==> config.mk <==
export PLATFORM = sky130hd
export DESIGN_NAME = priority_ready_queue_scheduler
export DESIGN_NICKNAME = d
export VERILOG_FILES = /design/src/hw/rtl/prq_pkg.sv /design/src/hw/rtl/prq_lsb_enc.sv /design/src/hw/rtl/priority_ready_queue_scheduler.sv
export SDC_FILE = /design/constraint.sdc
export NUM_CORES = 1
export LEC_CHECK = 0
export BUFFER_PORTS_ARGS = -buffer_cell sky130_fd_sc_hd__buf_2
export CAP_MARGIN = 40
export CORE_MARGIN = 3
export CORE_UTILIZATION = 40
export DETAILED_ROUTE_END_ITERATION = 6
export HOLD_SLACK_MARGIN = 0.08
export RECOVER_POWER = 25
export SETUP_SLACK_MARGIN = 0.1
export SLEW_MARGIN = 20
export SYNTH_ARGS = -nofsm -noshare
export SYNTH_HDL_FRONTEND = slang
export SYNTH_SLANG_ARGS = --single-unit
==> constraint.sdc <==
create_clock -name clock -period 6.2 [get_ports clock]
set_input_delay 0.62 -clock clock [delete_from_list [all_inputs] [get_ports clock]]
set_output_delay 0.62 -clock clock [all_outputs]
set_load 0.1 [all_outputs]
==> src/hw/rtl/prq_pkg.sv <==
`default_nettype none

package prq_pkg;

   localparam int NUM_TASKS  = 32;
   localparam int NUM_LEVELS = 32;
   localparam int TASK_W     = $clog2(NUM_TASKS);
   localparam int LEVEL_W    = $clog2(NUM_LEVELS);

   typedef enum logic [1:0] {
      FUNC_READY   = 2'd0,
      FUNC_UNREADY = 2'd1,
      FUNC_REPRIO  = 2'd2
   } func_type;

   typedef enum logic [3:0] {
      ST_IDLE,
      ST_CHECK,
      ST_UNLINK_RD,
      ST_UNLINK_WR,
      ST_APPEND_RD,
      ST_APPEND_WR,
      ST_APPEND_NX,
      ST_SEL_ENC,
      ST_SEL_RD,
      ST_FINISH
   } state_type;

   typedef struct packed {
      logic [1:0]         func;
      logic [TASK_W-1:0]  task_id;
      logic [LEVEL_W-1:0] prio;
   } req_type;

   typedef struct packed {
      logic [TASK_W-1:0] next_task;
      logic              next_valid;
      logic              op_error;
   } rsp_type;

   typedef struct packed {
      logic               any;
      logic [LEVEL_W-1:0] lvl;
   } sel_type;

endpackage

`default_nettype wire

==> src/hw/rtl/prq_lsb_enc.sv <==
`default_nettype none

module prq_lsb_enc
   import prq_pkg::*;
(
   input  wire logic [NUM_LEVELS-1:0] bitmap,
   output sel_type                    sel
);

   logic [NUM_LEVELS-1:0] onehot;
   logic [LEVEL_W-1:0]    lvl;

   // isolate lowest set bit, then or-encode the one-hot word
   assign onehot = bitmap & (~bitmap + NUM_LEVELS'(1));

   always_comb begin
      lvl = '0;
      for (int i = 0; i < NUM_LEVELS; i++) begin
         if (onehot[i]) begin
            lvl = lvl | LEVEL_W'(i);
         end
      end
   end

   assign sel.any = |bitmap;
   assign sel.lvl = lvl;

endmodule

`default_nettype wire

==> src/hw/rtl/priority_ready_queue_scheduler.sv <==
`default_nettype none

// Ready-queue scheduler: one FIFO of task ids per priority level, held as
// doubly linked lists, with a ready bitmap over the levels (level 0 highest).
// Request beat on req_*: func (make runnable, make non-runnable, change
// priority), task_id and prio. Each request gives exactly one
// response beat on rsp_*: next_task, next_valid and op_error. A refused
// request leaves all state unchanged and still reports the current choice.
// A request is taken when req_valid is high and req_stall low; req_stall is
// high while a request is being worked. Each request walks a small
// sequencer that does one read or one write of each link store per cycle;
// a change of priority, or making the last task of a level non-runnable,
// also runs the lowest-set-bit search over the bitmap.
// The response is valid from the cycle after the last step.
// The response sits in an output register; while rsp_stall is high it holds
// and the sequencer waits in its last step, and no further request is taken.
// Synchronous reset empties every queue, clears all runnable marks and the
// choice, and drops rsp_valid. The link and priority stores need no reset.
module priority_ready_queue_scheduler
   import prq_pkg::*;
(
   input  wire logic    clock,
   input  wire logic    reset,
   input  wire logic    req_valid,
   output logic         req_stall,
   input  wire req_type req_payload,
   output logic         rsp_valid,
   input  wire logic    rsp_stall,
   output rsp_type      rsp_payload
);

   logic [TASK_W-1:0]  link_next_ff  [NUM_TASKS];
   logic [TASK_W-1:0]  link_prev_ff  [NUM_TASKS];
   logic [TASK_W-1:0]  level_head_ff [NUM_LEVELS];
   logic [TASK_W-1:0]  level_tail_ff [NUM_LEVELS];
   logic [LEVEL_W-1:0] task_prio_ff  [NUM_TASKS];

   state_type             state_ff, state_in;
   logic [1:0]            func_ff, func_in;
   logic [TASK_W-1:0]     tid_ff, tid_in;
   logic [LEVEL_W-1:0]    prio_ff, prio_in;
   logic [LEVEL_W-1:0]    lvl_ff, lvl_in;
   logic                  err_ff, err_in;
   logic [TASK_W-1:0]     head_ff, head_in;
   logic [TASK_W-1:0]     tail_ff, tail_in;
   logic [TASK_W-1:0]     prev_ff, prev_in;
   logic [TASK_W-1:0]     next_ff, next_in;
   logic [LEVEL_W-1:0]    cprio_ff, cprio_in;
   sel_type               sel_ff, sel_in;
   logic [NUM_LEVELS-1:0] bitmap_ff, bitmap_in;
   logic [NUM_TASKS-1:0]  runnable_ff, runnable_in;
   logic [TASK_W-1:0]     chosen_ff, chosen_in;
   logic                  chosen_valid_ff, chosen_valid_in;
   logic                  rsp_valid_ff, rsp_valid_in;
   rsp_type               rsp_ff, rsp_in;

   // store ports
   logic               nx_we, pv_we, hd_we, tl_we, pr_we;
   logic [TASK_W-1:0]  nx_wa, nx_wd, pv_wa, pv_wd, hd_wd, tl_wd;
   logic [LEVEL_W-1:0] hd_wa, tl_wa, pr_wd;
   logic [LEVEL_W-1:0] hd_ra, tl_ra;
   logic [TASK_W-1:0]  pr_ra;
   logic [TASK_W-1:0]  hd_rd, tl_rd;
   logic [LEVEL_W-1:0] pr_rd;

   logic    err, is_head, is_tail;
   sel_type enc_sel;

   prq_lsb_enc u_enc (
      .bitmap (bitmap_ff),
      .sel    (enc_sel)
   );

   assign hd_ra = (state_ff == ST_SEL_RD) ? sel_ff.lvl : lvl_ff;
   assign tl_ra = (state_ff == ST_APPEND_RD) ? prio_ff : lvl_ff;
   assign pr_ra = (state_ff == ST_APPEND_RD) ? chosen_ff : tid_ff;
   assign hd_rd = level_head_ff[hd_ra];
   assign tl_rd = level_tail_ff[tl_ra];
   assign pr_rd = task_prio_ff[pr_ra];

   assign is_head = (head_ff == tid_ff);
   assign is_tail = (tail_ff == tid_ff);

   always_comb begin
      state_in        = state_ff;
      func_in         = func_ff;
      tid_in          = tid_ff;
      prio_in         = prio_ff;
      lvl_in          = lvl_ff;
      err_in          = err_ff;
      head_in         = head_ff;
      tail_in         = tail_ff;
      prev_in         = prev_ff;
      next_in         = next_ff;
      cprio_in        = cprio_ff;
      sel_in          = sel_ff;
      bitmap_in       = bitmap_ff;
      runnable_in     = runnable_ff;
      chosen_in       = chosen_ff;
      chosen_valid_in = chosen_valid_ff;
      rsp_valid_in    = rsp_valid_ff && rsp_stall;
      rsp_in          = rsp_ff;
      nx_we = 1'b0; nx_wa = tid_ff; nx_wd = tid_ff;
      pv_we = 1'b0; pv_wa = tid_ff; pv_wd = tid_ff;
      hd_we = 1'b0; hd_wa = prio_ff; hd_wd = tid_ff;
      tl_we = 1'b0; tl_wa = prio_ff; tl_wd = tid_ff;
      pr_we = 1'b0; pr_wd = prio_ff;
      err   = 1'b1;

      unique case (state_ff)
         ST_IDLE: begin
            if (req_valid) begin
               func_in  = req_payload.func;
               tid_in   = req_payload.task_id;
               prio_in  = req_payload.prio;
               state_in = ST_CHECK;
            end
         end
         ST_CHECK: begin
            priority case (func_ff)
               FUNC_READY:   err = runnable_ff[tid_ff];
               FUNC_UNREADY: err = !runnable_ff[tid_ff];
               FUNC_REPRIO:  err = !runnable_ff[tid_ff];
               default:      err = 1'b1;
            endcase
            err_in = err;
            lvl_in = pr_rd;
            if (err) begin
               state_in = ST_FINISH;
            end else if (func_ff == FUNC_READY) begin
               pr_we               = 1'b1;
               runnable_in[tid_ff] = 1'b1;
               state_in            = ST_APPEND_RD;
            end else if (func_ff == FUNC_UNREADY) begin
               runnable_in[tid_ff] = 1'b0;
               state_in            = ST_UNLINK_RD;
            end else begin
               pr_we    = 1'b1;
               state_in = ST_UNLINK_RD;
            end
         end
         ST_UNLINK_RD: begin
            head_in  = hd_rd;
            tail_in  = tl_rd;
            prev_in  = link_prev_ff[tid_ff];
            next_in  = link_next_ff[tid_ff];
            state_in = ST_UNLINK_WR;
         end
         ST_UNLINK_WR: begin
            if (is_head && is_tail) begin
               bitmap_in[lvl_ff] = 1'b0;
               state_in = (func_ff == FUNC_UNREADY) ? ST_SEL_ENC : ST_APPEND_RD;
            end else begin
               if (is_head) begin
                  hd_we = 1'b1; hd_wa = lvl_ff; hd_wd = next_ff;
               end else begin
                  nx_we = 1'b1; nx_wa = prev_ff; nx_wd = next_ff;
               end
               if (is_tail) begin
                  tl_we = 1'b1; tl_wa = lvl_ff; tl_wd = prev_ff;
               end else begin
                  pv_we = 1'b1; pv_wa = next_ff; pv_wd = prev_ff;
               end
               if (func_ff == FUNC_UNREADY) begin
                  if (chosen_valid_ff && chosen_ff == tid_ff) begin
                     chosen_in = is_head ? next_ff : head_ff;
                  end
                  state_in = ST_FINISH;
               end else begin
                  state_in = ST_APPEND_RD;
               end
            end
         end
         ST_APPEND_RD: begin
            tail_in  = tl_rd;
            cprio_in = pr_rd;
            state_in = ST_APPEND_WR;
         end
         ST_APPEND_WR: begin
            if (!bitmap_ff[prio_ff]) begin
               hd_we = 1'b1;
               pv_we = 1'b1;
            end else begin
               nx_we = 1'b1; nx_wa = tail_ff;
               pv_we = 1'b1; pv_wd = tail_ff;
            end
            tl_we              = 1'b1;
            bitmap_in[prio_ff] = 1'b1;
            if (func_ff == FUNC_READY) begin
               if (!chosen_valid_ff) begin
                  chosen_in       = tid_ff;
                  chosen_valid_in = 1'b1;
               end else if (prio_ff < cprio_ff) begin
                  chosen_in = tid_ff;
               end
            end
            state_in = ST_APPEND_NX;
         end
         ST_APPEND_NX: begin
            nx_we    = 1'b1;
            state_in = (func_ff == FUNC_READY) ? ST_FINISH : ST_SEL_ENC;
         end
         ST_SEL_ENC: begin
            sel_in   = enc_sel;
            state_in = ST_SEL_RD;
         end
         ST_SEL_RD: begin
            chosen_valid_in = sel_ff.any;
            chosen_in       = sel_ff.any ? hd_rd : '0;
            state_in        = ST_FINISH;
         end
         ST_FINISH: begin
            if (!rsp_valid_ff || !rsp_stall) begin
               rsp_valid_in      = 1'b1;
               rsp_in.next_task  = chosen_valid_ff ? chosen_ff : '0;
               rsp_in.next_valid = chosen_valid_ff;
               rsp_in.op_error   = err_ff;
               state_in          = ST_IDLE;
            end
         end
         default: begin
            state_in = ST_IDLE;
         end
      endcase
   end

   always_ff @(posedge clock) begin
      if (reset) begin
         state_ff        <= ST_IDLE;
         bitmap_ff       <= '0;
         runnable_ff     <= '0;
         chosen_ff       <= '0;
         chosen_valid_ff <= 1'b0;
         rsp_valid_ff    <= 1'b0;
      end else begin
         state_ff        <= state_in;
         bitmap_ff       <= bitmap_in;
         runnable_ff     <= runnable_in;
         chosen_ff       <= chosen_in;
         chosen_valid_ff <= chosen_valid_in;
         rsp_valid_ff    <= rsp_valid_in;
      end
   end

   always_ff @(posedge clock) begin
      func_ff  <= func_in;
      tid_ff   <= tid_in;
      prio_ff  <= prio_in;
      lvl_ff   <= lvl_in;
      err_ff   <= err_in;
      head_ff  <= head_in;
      tail_ff  <= tail_in;
      prev_ff  <= prev_in;
      next_ff  <= next_in;
      cprio_ff <= cprio_in;
      sel_ff   <= sel_in;
      rsp_ff   <= rsp_in;
   end

   // link and priority stores
   always_ff @(posedge clock) begin
      if (nx_we) begin
         link_next_ff[nx_wa] <= nx_wd;
      end
      if (pv_we) begin
         link_prev_ff[pv_wa] <= pv_wd;
      end
      if (hd_we) begin
         level_head_ff[hd_wa] <= hd_wd;
      end
      if (tl_we) begin
         level_tail_ff[tl_wa] <= tl_wd;
      end
      if (pr_we) begin
         task_prio_ff[tid_ff] <= pr_wd;
      end
   end

   assign req_stall   = (state_ff != ST_IDLE);
   assign rsp_valid   = rsp_valid_ff;
   assign rsp_payload = rsp_ff;

`ifndef ASSERT_OFF
   a_choice_matches_bitmap: assert property (@(posedge clock) disable iff (reset)
      state_ff == ST_IDLE |-> chosen_valid_ff == (bitmap_ff != '0))
      else $error("choice validity disagrees with ready bitmap");

   a_choice_is_runnable: assert property (@(posedge clock) disable iff (reset)
      state_ff == ST_IDLE |-> !chosen_valid_ff || runnable_ff[chosen_ff])
      else $error("chosen task is not runnable");

   a_levels_need_tasks: assert property (@(posedge clock) disable iff (reset)
      state_ff == ST_IDLE |-> $countones(bitmap_ff) <= $countones(runnable_ff))
      else $error("more ready levels than runnable tasks");
`endif

endmodule

`default_nettype wire
== Yosys cells after proc, flatten, opt, wreduce, memory -nomap -nowiden ==
Memories as Yosys holds them, arrays and structs flattened. A register that Yosys moved wholly into a read port is not among the register bits.
Cells that the tools add are included.
Operators by class
  add/subtract/negate cells: 1
  magnitude comparators: 7
  equality and inequality tests: 25
  multiplexer cells: 132
  bitwise gates (word level): 8
  reduce and logical (&&, ||, !) cells: 30
Operator list (count)
  $mux 5: 39
  $mux 32: 5
  $and 32x32->32: 3
  $not 32->32: 3
  $or 32x32->32: 2
  $pmux 32 s2: 1
  $mux 4: 14
  $pmux 4 s10: 1
  $mux 1: 38
  $add 32x1->32 const B: 1
  $reduce_or 32->1: 1
  $mux 3: 9
  $pmux 5 s2: 2
  $lt 5x6->1 const B: 3
  $mux 2: 9
  $ne 2x2->1 const B: 9
  $eq 4x3->1 const B: 4
  $reduce_or 16->1: 1
  $demux 1 s5: 3
  $eq 5x5->1: 3
  $ge 5x1->1 const B: 3
  $pmux 5 s3: 1
  $mux 7: 2
  $bmux 1 s5: 2
  23 further kinds: 44
Storage, ports and cells
  register bits: 116
  memory bits (writable): 800
  input port bits: 16
  output and inout port bits: 9
  word-level logic and storage cells: 230
  memories kept: 5
Memory list
  level_head_ff: depth 32, width 5, rd ports 1, clocked after Yosys merged registers in 0, write ports 1, RTL line priority_ready_queue_scheduler.sv:34  | logic [TASK_W-1:0] level_head_ff [NUM_LEVELS];
  level_tail_ff: depth 32, width 5, rd ports 1, clocked after Yosys merged registers in 1, write ports 1, RTL line priority_ready_queue_scheduler.sv:35  | logic [TASK_W-1:0] level_tail_ff [NUM_LEVELS];
  link_next_ff: depth 32, width 5, rd ports 1, clocked after Yosys merged registers in 1, write ports 1, RTL line priority_ready_queue_scheduler.sv:32  | logic [TASK_W-1:0] link_next_ff [NUM_TASKS];
  link_prev_ff: depth 32, width 5, rd ports 1, clocked after Yosys merged registers in 1, write ports 1, RTL line priority_ready_queue_scheduler.sv:33  | logic [TASK_W-1:0] link_prev_ff [NUM_TASKS];
  task_prio_ff: depth 32, width 5, rd ports 1, clocked after Yosys merged registers in 0, write ports 1, RTL line priority_ready_queue_scheduler.sv:36  | logic [LEVEL_W-1:0] task_prio_ff [NUM_TASKS];

== Logic depth before layout (Yosys ltp) ==
Gate-level depths: netlist of the first run.
  word-level depth: 29
  depth in mapped cells: 12
  mapped depth without buffers: 9

== Hierarchy ==
From an unflattened synthesis of the first run, not the netlist that was laid out.
Unflattened totals
  cells, all modules: 2454
  area total of the unflattened synthesis: 38972.4 sq um
Modules (own cells, without submodules)
  priority_ready_queue_scheduler: times used 1, cells an instance 2366, area an instance 38390.6 sq um, seq. area each 27206.1 sq um
  prq_lsb_enc: times used 1, cells an instance 88, area an instance 581.8 sq um, seq. area each 0.0 sq um

== Worst setup path before layout of the first run ==
Ideal clock, no wire load.
  kind: reg2reg
  from: register prio_ff[0] (netlist: pr_wd[0])
  to: memory link_next_ff[28][0] in the netlist's numbering (enable)
  setup time: 0.340 ns
  arrival: 3.005 ns
  data required time: 5.860 ns
  slack: 2.856 ns
  cell stages (with the launch flop): 11
  path buffers: 2
  path through: edfxtp_1 -> buf_2 -> buf_4 -> mux2i_1 -> a22oi_1 -> nand3_1 -> nand4_1 -> a21oi_2 -> a221oi_1 -> or3_1 -> nor2_1
Between the ends
  longest elaborated chain between the ends: 6
  elaborated cells between the ends (all ways): 8
  classes of those cells: mux (8)
Ends and longest elaborated chain
  from (decl): RTL line priority_ready_queue_scheduler.sv:41  | logic [LEVEL_W-1:0] prio_ff, prio_in;
  from (signal assigned): RTL line priority_ready_queue_scheduler.sv:248  | prio_ff <= prio_in;
  $bmux 1 s5 (*): RTL line priority_ready_queue_scheduler.sv:180  | if (!bitmap_ff[prio_ff]) begin
  $mux 1 (implied by the code) (*): RTL line priority_ready_queue_scheduler.sv:180
  $mux 1: RTL line priority_ready_queue_scheduler.sv:180
  $pmux 1 s3: RTL line priority_ready_queue_scheduler.sv:110  | unique case (state_ff)
  $mux 1: RTL line priority_ready_queue_scheduler.sv:262  | if (nx_we) begin
  $mux 1 (implied by the code): RTL line priority_ready_queue_scheduler.sv:263  | link_next_ff[nx_wa] <= nx_wd;
  to (decl): RTL line priority_ready_queue_scheduler.sv:32
Mark *: on every way between the ends. The rest lies on a longest branch, timed or not. The select of a mux whose other input is x is not followed.

== Worst setup path after layout of the first run ==
  from: register tid_ff[4]
  to: memory link_next_ff[18][1] in the netlist's numbering, data pin
Between the ends
  longest elaborated chain between the ends: 4
  elaborated cells between the ends (all ways): 6
  classes of those cells: eq/ne (2); mux (3); reduce/logical (1)
Ends and longest elaborated chain
  from (decl): RTL line priority_ready_queue_scheduler.sv:40  | logic [TASK_W-1:0] tid_ff, tid_in;
  from (signal assigned): RTL line priority_ready_queue_scheduler.sv:247  | tid_ff <= tid_in;
  $eq 5x5->1, on equally long branches: RTL line priority_ready_queue_scheduler.sv:81, priority_ready_queue_scheduler.sv:82
  $mux 5 or $logic_and 1x1->1 (tied branches): RTL line priority_ready_queue_scheduler.sv:154, priority_ready_queue_scheduler.sv:150
  $mux 5 (*): RTL line priority_ready_queue_scheduler.sv:150  | if (is_head && is_tail) begin
  $mux 5 (*): RTL line priority_ready_queue_scheduler.sv:110
  named net nx_wd[1]: RTL line priority_ready_queue_scheduler.sv:59  | logic [TASK_W-1:0] nx_wa, nx_wd, pv_wa, pv_wd, hd_wd, tl_wd;
The timed path passes the listed nets; every way through them passes the cells marked *.

==> summary.txt, run 1 <==
Run status
  – Status: finished, violations left
  – Failing checks: capacitance limit, slew limit

Critical path
  – CP Launch Type: flop
  – Crit Path Category: reg -> reg
  – CP required: 6480 ps
  – Crit path DAT: 5350 ps
  – Crit end category: flop
  – Max FO, Critical Path: 24

Detailed routing
  – Vias per cell: 5.78
  – Final wirelength: 97.0 mm
  – Drt pass-1 iters: 5
  – Post-DR wirelength/cell: 24.8 um
  – Via count: 22.6k
  – Antenna-violating nets left: 0
  – Residual DRC: 0
  – Initial drt markers: 2,467

GRT
  – First-pass GRT wire length: 146 mm
  – Tot GR Track Use: 0.193
  – GRT Residual Overflow: 0
  – Vias in the first global route: 23.0k
  – Largest net degree at the start of global routing: 106
  – Initial antenna violation count: 4

Floorplanning
  – Die ar.: 100,000 um2
  – # rows: 113
  – Core Area: 95,400 um2
  – Initial Utilization: 0.405
  – Boundary Pins: 25
  – Die width: 317 um
  – DIE HEIGHT: 317 um

Power
  – Pwr Total: 18,200 uW
  – Peak VDD IR: 0.224 mV
  – Leakage: 0.0140 uW
  – PwrDens: 414 nW/um2

Finish
  – Final std cells w/o fill: 3,904
  – Share of post-route cells with drive strength above 1: 0.167
  – Final nets: 2,576
  – Area growth from synthesis to layout: 13.9%

Yosys
  – Syn Std Cell Area: 38,600 um2
  – Most common flop cell mapped by yosys: edfxtp_1
  – Syn Area/Cell: 15.6 um2
  – Post-synthesis cell type count: 64
  – Synth area leader: edfxtp_1
  – Cell count after synthesis: 2,481
  – Post-Synthesis Net Count: 2,505
  – Asr flop ratio synth: 0
  – Yosys Warn Count: 0
  – Synth top area share: 0.665
  – #FFs+latches synth: 931
  – Register area share after synthesis: 0.704
  – Top post-synthesis cells by area: edfxtp_1 67%, mux4_2 9.7%, dfxtp_1 3.9%
  – Post-synth EDFFs: 856

Timing
  – Fmax achieved: 0.197 GHz
  – Hold_ws: 135 ps
  – Endpoints failing setup: 0
  – Worst slew margin: -0.782
  – Slew @ Worst Pin: 2670 ps
  – Skew final: 24.1 ps
  – Fin. max-slew vios: 252
  – Final Hold Viols: 0
  – Tcrit/Tclk final: 0.818
  – RSZ-0062 raised after global routing: false
  – Min Tclk post-route: 5070 ps
  – Setup_tns: 0 ps
  – Final setup margin: 1130 ps

Placement
  – Detailed placement HPWL: 63.2 mm
  – Placer Congestion: 0.946
  – Setup WS pre-CTS: 1880 ps
  – Placed cells: 3,710
  – Port Buffer Count: 24

Clock network
  – CTS Hold Buffers Added: 0
  – Clock-pin slew on the worst setup and hold paths: 60 ps
  – Setup bufs post-CTS: 0
  – Clock Tree Buf Depth: 3
  – Clk sinks: 931
  – CTS tree: built
  – H-tree depth: 3
  – Clock latency on the worst-skew pair: 670 ps
  – TritonCTS Buffers: 97
  – CTS root buffer: clkbuf_16
  – Post-CTS Resized: 0

Run
  – Max-cap violations: 9

Min path
  – Worst hold path type: in -> reg
power breakdown:
part	switching [uW]	leakage [uW]	internal, uW
logic	2940	0.00405	1490
clock network	2430	0.00166	3730
registers	168	0.00831	7450
state kept, by name, summed over array words and instances (netlist names), named ones only:
| name | count |
|---|---|
| bitmap_ff | 32 |
| chosen_ff | 5 |
| chosen_valid_ff | 1 |
| cprio_ff | 5 |
| err_ff | 1 |
| func_ff | 2 |
| head_ff | 5 |
| level_head_ff | 160 |
| level_tail_ff | 160 |
| link_next_ff | 160 |
| link_prev_ff | 160 |
| lvl_ff | 5 |
| next_ff | 5 |
| pr_wd | 5 |
| prev_ff | 5 |
| rsp_payload | 7 |
| rsp_valid | 1 |
| sel_ff | 6 |
| state_ff | 4 |
| tail_ff | 5 |
| task_prio_ff | 160 |
| tid_ff | 5 |
synthesized netlist by cell type, types with 8 or more instances:
cell and n:
edfxtp_1 856, nand2_1 300, nor2_1 205, mux4_2 166, nand3_1 96, clkbuf_1 92, mux2i_1 86, dfxtp_1 75
a21oi_1 60, nor3_1 59, a22oi_1 51, o21ai_0 50, nand2b_1 43, a211oi_1 32, a31oi_1 29, buf_2 26
a32oi_1 25, inv_1 17, nand4_1 15, mux2_2 14, and3_1 13, o211ai_1 13, and2_1 12, nor4_1 11
a21bo_2 10, a221o_1 10, buf_1 10, nor2b_1 10, xor2_1 9, ha_1 8
cell type report:
| class | instances | area, um2 |
|---|---|---|
| multi-input combinational | 1399 | 10900 |
| inverter | 17 | 63.8 |
| clock inverter | 71 | 861 |
| antenna | 2 | 5.00 |
| tap | 1265 | 1580 |
| clock buffer | 113 | 2570 |
| sequential | 931 | 27200 |
| fill | 8152 | 51400 |
| timing repair buffer | 106 | 827 |
final timing paths:
kind,start,slack (ps),end,cells after the start
max reg2reg,tid_ff[4]$_DFFE_PP_,1130,link_next_ff[18][1]$_DFFE_PP_,6
min,req_payload[0],130,pr_wd[0]$_DFFE_PP_,1
max,tid_ff[4]$_DFFE_PP_,1130,link_next_ff[18][1]$_DFFE_PP_,6
min reg2reg,flop,480,flop,2
layout by cell type, fill, tap and decap left out, drive strengths merged, types with 4 or more instances in the layout:
cell      count
a211oi       32
a21bo        10
a21o          4
a21oi        61
a221o        10
a221oi        5
a22oi        51
a31oi        29
a32oi        25
and2         12
and3         13
buf          72
bufinv       18
clkbuf      145
clkinv       43
clkinvlp      6
dfxtp        75
edfxtp      856
ha            8
inv          21
mux2         15
mux2i        86
mux4        168
nand2       302
nand2b       43
nand3        96
nand3b        5
nand4        15
nor2        205
nor2b        10
nor3         61
nor4         13
o211ai       13
o21ai        51
o31ai         4
or3           6
xnor2         6
xor2          9
cell families after synthesis:
| group | after synthesis | share of synthesized area |
|---|---|---|
| adder cells (fa/ha/maj) | 8 | 0.00259 |
| XOR/XNOR | 15 | 0.00340 |
| AND/OR/NAND/NOR | 794 | 0.0929 |
| flip-flops | 931 | 0.704 |
| multiplexers | 269 | 0.125 |
| AO/OA/AOI/OAI | 313 | 0.0555 |
| buffers and inverters | 151 | 0.0165 |
through the flow:
step / area, um2 / util
final: 44000 / 0.461
after global routing: 44000 / 0.461
after CTS: 44100 / 0.462
after detailed placement: 40600 / 0.426
after global placement: 40300 / 0.423
after floorplan: 38600 / -
critical path, stage by stage (launching register included):
cell and delay [ps]:
edfxtp_1 320, clkbuf_1 950, xnor2_1 230, nand4_1 280, nand2_1 220, o21ai_0 1640
clkbuf_1 1010
metal layers:
layer / up-vias / track usage / share of wire
met1: 11499 / 0.262 / 0.41
met5: - / 0 / 0.00013
li1: 9885 / - / -
met2: 976 / 0.313 / 0.48
met3: 204 / 0.0400 / 0.080
met4: 2 / 0.0628 / 0.032
Note: power is estimated with default switching activity, not from simulation.
==> run 2: changes to the inputs <==
==> constraint.sdc (replaced) <==
create_clock -name clock -period 5.2 [get_ports clock]
set_input_delay 0.52 -clock clock [delete_from_list [all_inputs] [get_ports clock]]
set_output_delay 0.52 -clock clock [all_outputs]
set_load 0.1 [all_outputs]
==> summary.txt, run 2 (synthesized netlist as in run 1, its figures left out) <==
Run status
  – Failing checks: capacitance limit, slew limit (unchanged)
  – Status: finished, violations left (unchanged)

Clock network
  – Clk sinks: 931 (unchanged)
  – Clock latency on the worst-skew pair: 670 ps (about the same)
  – CTS root buffer: clkbuf_16 (unchanged)
  – Clock Tree Buf Depth: 3 (unchanged)
  – CTS tree: built (unchanged)
  – Setup bufs post-CTS: 0 (unchanged)
  – H-tree depth: 3 (unchanged)
  – TritonCTS Buffers: 97 (unchanged)
  – Clock-pin slew on the worst setup and hold paths: 60 ps (about the same)

Detailed routing
  – Drt pass-1 iters: 6 (was 5)
  – Via count: 22.3k (was 22.6k)
  – Post-DR wirelength/cell: 24.5 um (was 24.8 um)
  – Residual DRC: 0 (unchanged)
  – Vias per cell: 5.72 (was 5.78)
  – Initial drt markers: 2,495 (was 2,467)
  – Antenna-violating nets left: 0 (unchanged)
  – Final wirelength: 95.6 mm (was 97.0 mm)

Timing
  – Tcrit/Tclk final: 0.874 (was 0.818)
  – Slew @ Worst Pin: 2660 ps (was 2670 ps)
  – Worst slew margin: -0.774 (was -0.782)
  – Setup_tns: 0 ps (unchanged)
  – Final Hold Viols: 0 (unchanged)
  – Fmax achieved: 0.220 GHz (was 0.197 GHz)
  – Min Tclk post-route: 4540 ps (was 5070 ps)
  – Hold_ws: 235 ps (was 135 ps)
  – Skew final: 30.7 ps (was 24.1 ps)
  – RSZ-0062 raised after global routing: false (unchanged)
  – Fin. max-slew vios: 130 (was 252)
  – Endpoints failing setup: 0 (unchanged)

Power
  – Clk pwr share: 0.325 (was 0.338)
  – Leakage: 0.0139 uW (was 0.0140 uW)
  – Peak VDD IR: 0.341 mV (was 0.224 mV)
  – Pwr Total: 21,100 uW (was 18,200 uW)
  – PwrDens: 482 nW/um2 (was 414 nW/um2)
  – Comb power frac: 0.243 (about the same)
  – Switching pwr: 6530 uW (was 5540 uW)
  – Internal Power: 14,600 uW (was 12,700 uW)
  – Switching fraction of total power: 0.309 (was 0.304)
  – Flop pwr share: 0.432 (was 0.418)

Finish
  – N_diodes: 0 (was 2)
  – Fill cell count: 8,161 (was 8,152)
  – Area growth from synthesis to layout: 13.5% (was 13.9%)
  – FF/Latch Area: 27,200 um2 (unchanged)
  – Final std cells w/o fill: 3,907 (was 3,904)
  – Multi-input logic area: 10,900 um2 (about the same)
  – Share of post-route cells with drive strength above 1: 0.164 (was 0.167)
  – Most common cell after layout, fill and taps aside: edfxtp_1 (unchanged)
  – Final nets: 2,585 (was 2,576)
  – Most frequent cells in the layout: 856 x edfxtp_1, 300 x nand2_1, 205 x nor2_1 (unchanged)

Critical path
  – Worst reg-to-reg setup slack: 660 ps (was 1130 ps)
  – RR Startpoint: state_ff[2]$_SDFFE_PP0P_ (was tid_ff[4]$_DFFE_PP_)
  – Crit Path Category: reg -> reg (unchanged)
  – CP required: 5540 ps (was 6480 ps)
  – CP Launch Type: flop (unchanged)
  – Crit end category: flop (unchanged)
  – Crit. Startpoint: state_ff[2]$_SDFFE_PP0P_ (was tid_ff[4]$_DFFE_PP_)
  – Critical R2R Capture: cprio_ff[1]$_DFFE_PP_ (was link_next_ff[18][1]$_DFFE_PP_)
  – Crit path DAT: 4890 ps (was 5350 ps)
  – Worst r2r path cells: 10 (was 6)
  – Crit path capture: cprio_ff[1]$_DFFE_PP_ (was link_next_ff[18][1]$_DFFE_PP_)
  – Max FO, Critical Path: 20 (was 24)

GRT
  – Tot GR Track Use: 0.190 (was 0.193)
  – Vias in the first global route: 22.8k (was 23.0k)
  – GRT Residual Overflow: 0 (unchanged)
  – First-pass GRT wire length: 144 mm (was 146 mm)
  – Largest net degree at the start of global routing: 81 (was 106)
  – Initial antenna violation count: 3 (was 4)

Floorplanning
  – Boundary Pins: 25 (unchanged)
  – Die ar.: 100,000 um2 (unchanged)
  – Initial Utilization: 0.405 (unchanged)
  – # rows: 113 (unchanged)
  – DIE HEIGHT: 317 um (unchanged)
  – Core Area: 95,400 um2 (unchanged)
  – Die width: 317 um (unchanged)

Min path
  – Worst hold path type: in -> reg (unchanged)

Placement
  – Placer Congestion: 0.906 (was 0.946)
  – Placed cells: 3,710 (unchanged)
  – Port Buffer Count: 24 (unchanged)
  – Detailed placement HPWL: 62.3 mm (was 63.2 mm)

Run
  – Max-cap violations: 5 (was 9)
run 2: per-layer routing:
layer / GRT usage / vias up / routed length [um]
met2: 0.303 / 987 / 44900
met4: 0.0600 / 2 / 2970
met3: 0.0488 / 201 / 8460
li1: - / 9882 / -
met1: 0.258 / 11269 / 39300
met5: 0 / - / 13
run 2: how the worst min path moves through the flow:
stage / startpoint / to / slack (ps) / depth (start not counted)
final: rsp_stall / rsp_valid$_SDFF_PP0_ / 240 / 3
after global routing: rsp_stall / rsp_valid$_SDFF_PP0_ / 200 / 3
after CTS: req_payload[11] / func_ff[1]$_DFFE_PP_ / 100 / 1
after detailed placement: flop / flop / 470 / 2
after global placement: flop / flop / 460 / 2
after floorplan: err_ff$_DFFE_PP_ / rsp_payload[0]$_DFFE_PP_ / 400 / 0
run 2: layout make-up:
class                      instances  share of cell area
sequential                       931               0.620
multi-input combinational       1399               0.249
clock buffer                     127              0.0605
tap                             1265              0.0361
timing repair buffer             115              0.0207
clock inverter                    53              0.0123
inverter                          17             0.00146
run 2: worst max-delay path: stages (launching register included):
cell and delay, ps:
dfxtp_1 660, nand2b_1 290, nor3_4 280, clkbuf_1 1100, mux2i_4 460, buf_4 350, mux4_2 350, nand2_1 80
nand2_1 80, o21ai_0 330, o21ai_0 220
run 2: metrics by stage:
step | setup WS [ps] | util | cell area (um2)
floorplan | 1860 | - | 38600
global placement | 1100 | 0.423 | 40400
detailed placement | 912 | 0.426 | 40600
CTS | 940 | 0.460 | 43900
global route | 353 | 0.460 | 43900
finish | 658 | 0.460 | 43900
run 2: power groups by stage:
stage	Clock [uW]	Combinational (uW)	Sequential, uW
6_report	6860	5140	9130
3_3_place_gp	0	4980	9290
2_1_floorplan	0	3320	9190
5_1_grt	7300	5540	9150
3_5_place_dp	0	5160	9280
4_1_cts	6980	5180	9130
run 2: timing repair:
item / 4_1_cts / 5_1_grt
hold buffers: 9 / 0
endpoints found under the hold margin: 9 / 0
resized for setup: 0 / 0
endpoints found under the setup margin: 0 / 0
==> run 3: changes to the inputs <==
--- a/config.mk
+++ b/config.mk
@@ -8,7 +8,7 @@
 export BUFFER_PORTS_ARGS = -buffer_cell sky130_fd_sc_hd__buf_2
 export CAP_MARGIN = 40
 export CORE_MARGIN = 3
-export CORE_UTILIZATION = 40
+export CORE_UTILIZATION = 34
 export DETAILED_ROUTE_END_ITERATION = 6
 export HOLD_SLACK_MARGIN = 0.08
 export RECOVER_POWER = 25
==> summary.txt, run 3 (synthesized netlist as in run 1, its figures left out) <==
Run status
  – Status: finished, violations left (unchanged)
  – Failing checks: capacitance limit, slew limit (unchanged)

Clock network
  – Clock latency on the worst-skew pair: 660 ps (was 670 ps)
  – CTS root buffer: clkbuf_16 (unchanged)
  – Clock-pin slew on the worst setup and hold paths: 70 ps (was 60 ps)
  – Setup bufs post-CTS: 0 (unchanged)
  – CTS tree: built (unchanged)
  – Clk sinks: 931 (unchanged)
  – H-tree depth: 3 (unchanged)
  – Post-CTS Resized: 0 (unchanged)
  – CTS Hold Buffers Added: 6 (was 9)
  – Clock Tree Buf Depth: 3 (unchanged)
  – TritonCTS Buffers: 94 (was 97)

Finish
  – Most common cell after layout, fill and taps aside: edfxtp_1 (unchanged)
  – Multi-input logic area: 10,900 um2 (about the same)
  – Post-route design area: 44,000 um2 (was 43,900 um2)
  – Fill cell count: 10.3k (was 8,161)
  – Share of post-route cells with drive strength above 1: 0.165 (was 0.164)
  – Area growth from synthesis to layout: 13.8% (was 13.5%)
  – Final design utilization: 0.390 (was 0.460)
  – FF/Latch Area: 27,200 um2 (unchanged)
  – N_diodes: 0 (unchanged)
  – Final nets: 2,581 (was 2,585)
  – Most frequent cells in the layout: 856 x edfxtp_1, 300 x nand2_1, 205 x nor2_1 (unchanged)

Floorplanning
  – Die ar.: 118,000 um2 (was 100,000 um2)
  – Core Area: 113,000 um2 (was 95,400 um2)
  – Boundary Pins: 25 (unchanged)
  – DIE HEIGHT: 343 um (was 317 um)
  – Die width: 343 um (was 317 um)
  – Initial Utilization: 0.343 (was 0.405)
  – # rows: 123 (was 113)

GRT
  – GRT Residual Overflow: 0 (unchanged)
  – Vias in the first global route: 22.8k (about the same)
  – Largest net degree at the start of global routing: 78 (was 81)
  – Tot GR Track Use: 0.159 (was 0.190)
  – Initial antenna violation count: 3 (unchanged)
  – First-pass GRT wire length: 143 mm (was 144 mm)

Critical path
  – Crit end category: flop (unchanged)
  – CP Launch Type: flop (unchanged)
  – Max FO, Critical Path: 53 (was 20)
  – CP cell instances: clkbuf_2 > mux4_2 > a22oi_1 > nand4_1 > mux2_4 > nor3_1 > nand2_1 > nor2_1 (was nand2b_1 > nor3_4 > clkbuf_1 > mux2i_4 > buf_4 > mux4_2 > nand2_1 > nand2_1 > o21ai_0 > o21ai_0)
  – CP required: 5470 ps (was 5540 ps)
  – Largest stage delay, worst path: 1180 ps (was 1100 ps)
  – Crit Path Category: reg -> reg (unchanged)
  – Slowest CP cell: clkbuf_2 (was clkbuf_1)
  – Worst path bufs/invs: 1 (was 2)
  – CP delay by family, top: simple AND/OR/NAND/NOR gates (was buffers and inverters)
  – Crit path DAT: 4930 ps (was 4890 ps)

Detailed routing
  – Post-DR wirelength/cell: 22.7 um (was 24.5 um)
  – Drt pass-1 iters: 7 (was 6)
  – Via count: 22.3k (about the same)
  – Final wirelength: 94.0 mm (was 95.6 mm)
  – Residual DRC: 0 (unchanged)
  – Vias per cell: 5.41 (was 5.72)
  – Initial drt markers: 2,378 (was 2,495)
  – Antenna-violating nets left: 0 (unchanged)

Timing
  – Hold_ws: 217 ps (was 235 ps)
  – Tcrit/Tclk final: 0.897 (was 0.874)
  – Skew final: 51.9 ps (was 30.7 ps)
  – Slew @ Worst Pin: 2370 ps (was 2660 ps)
  – Fin. max-slew vios: 284 (was 130)
  – RSZ-0062 raised after global routing: false (unchanged)
  – Endpoints failing setup: 0 (unchanged)
  – Final setup margin: 536 ps (was 658 ps)
  – Min Tclk post-route: 4660 ps (was 4540 ps)
  – Final Hold Viols: 0 (unchanged)
  – Setup_tns: 0 ps (unchanged)
  – Worst slew margin: -0.598 (was -0.774)
  – Fmax achieved: 0.214 GHz (was 0.220 GHz)

Power
  – PwrDens: 479 nW/um2 (was 482 nW/um2)
  – Peak VDD IR: 0.311 mV (was 0.341 mV)
  – Leakage: 0.0139 uW (about the same)

Placement
  – Placer Congestion: 0.928 (was 0.906)
  – Setup WS pre-CTS: 985 ps (was 912 ps)
  – Dpl cell area: 40,900 um2 (was 40,600 um2)
  – Detailed placement HPWL: 61.5 mm (was 62.3 mm)
  – Port Buffer Count: 24 (unchanged)

Min path
  – Worst hold path type: in -> reg (unchanged)

Run
  – Max-cap violations: 8 (was 5)
[run 3: power breakdown]
group	internal [uW]	switching [uW]	total (uW)
Clock	3940	2780	6720
Combinational	1760	3490	5260
Sequential	8880	227	9110
[run 3: layout make-up]
cell class,instances,share of cell area
clock inverter,50,0.0116
timing repair buffer,114,0.0185
multi-input combinational,1399,0.248
clock buffer,121,0.0591
inverter,17,0.00145
sequential,931,0.619
tap,1500,0.0427
[run 3: final timing paths]
path,from,to,slack (ps),cells after the start
worst max register to register,tid_ff[1]$_DFFE_PP_,task_prio_ff[14][1]$_DFFE_PP_,540,8
worst min register to register,flop,flop,480,2
worst min-delay path,req_payload[11],func_ff[1]$_DFFE_PP_,220,1
worst max-delay path,tid_ff[1]$_DFFE_PP_,task_prio_ff[14][1]$_DFFE_PP_,540,8
[run 3: per-stage QoR]
stage / cells / power, uW
6_report: 4132 / 21100
4_1_cts: 4127 / 21300
2_1_floorplan: 2481 / 12500
3_5_place_dp: 3950 / 14500
3_3_place_gp: 3941 / 14400
5_1_grt: 4132 / 21900
[run 3: routing by layer]
metal | vias up | wire [um] | share of wire | global-route usage
met5 | - | 0 | 0 | 0
met4 | 0 | 3050 | 0.032 | 0.0597
met3 | 194 | 7190 | 0.077 | 0.0285
met2 | 972 | 45500 | 0.48 | 0.262
met1 | 11312 | 38200 | 0.41 | 0.210
li1 | 9869 | - | - | -
[run 3: worst register-to-register path, stage by stage (launching register included)]
cell	delay [ps]
edfxtp_1	450
clkbuf_2	1180
mux4_2	490
a22oi_1	250
nand4_1	150
mux2_4	380
nor3_1	360
nand2_1	450
nor2_1	560
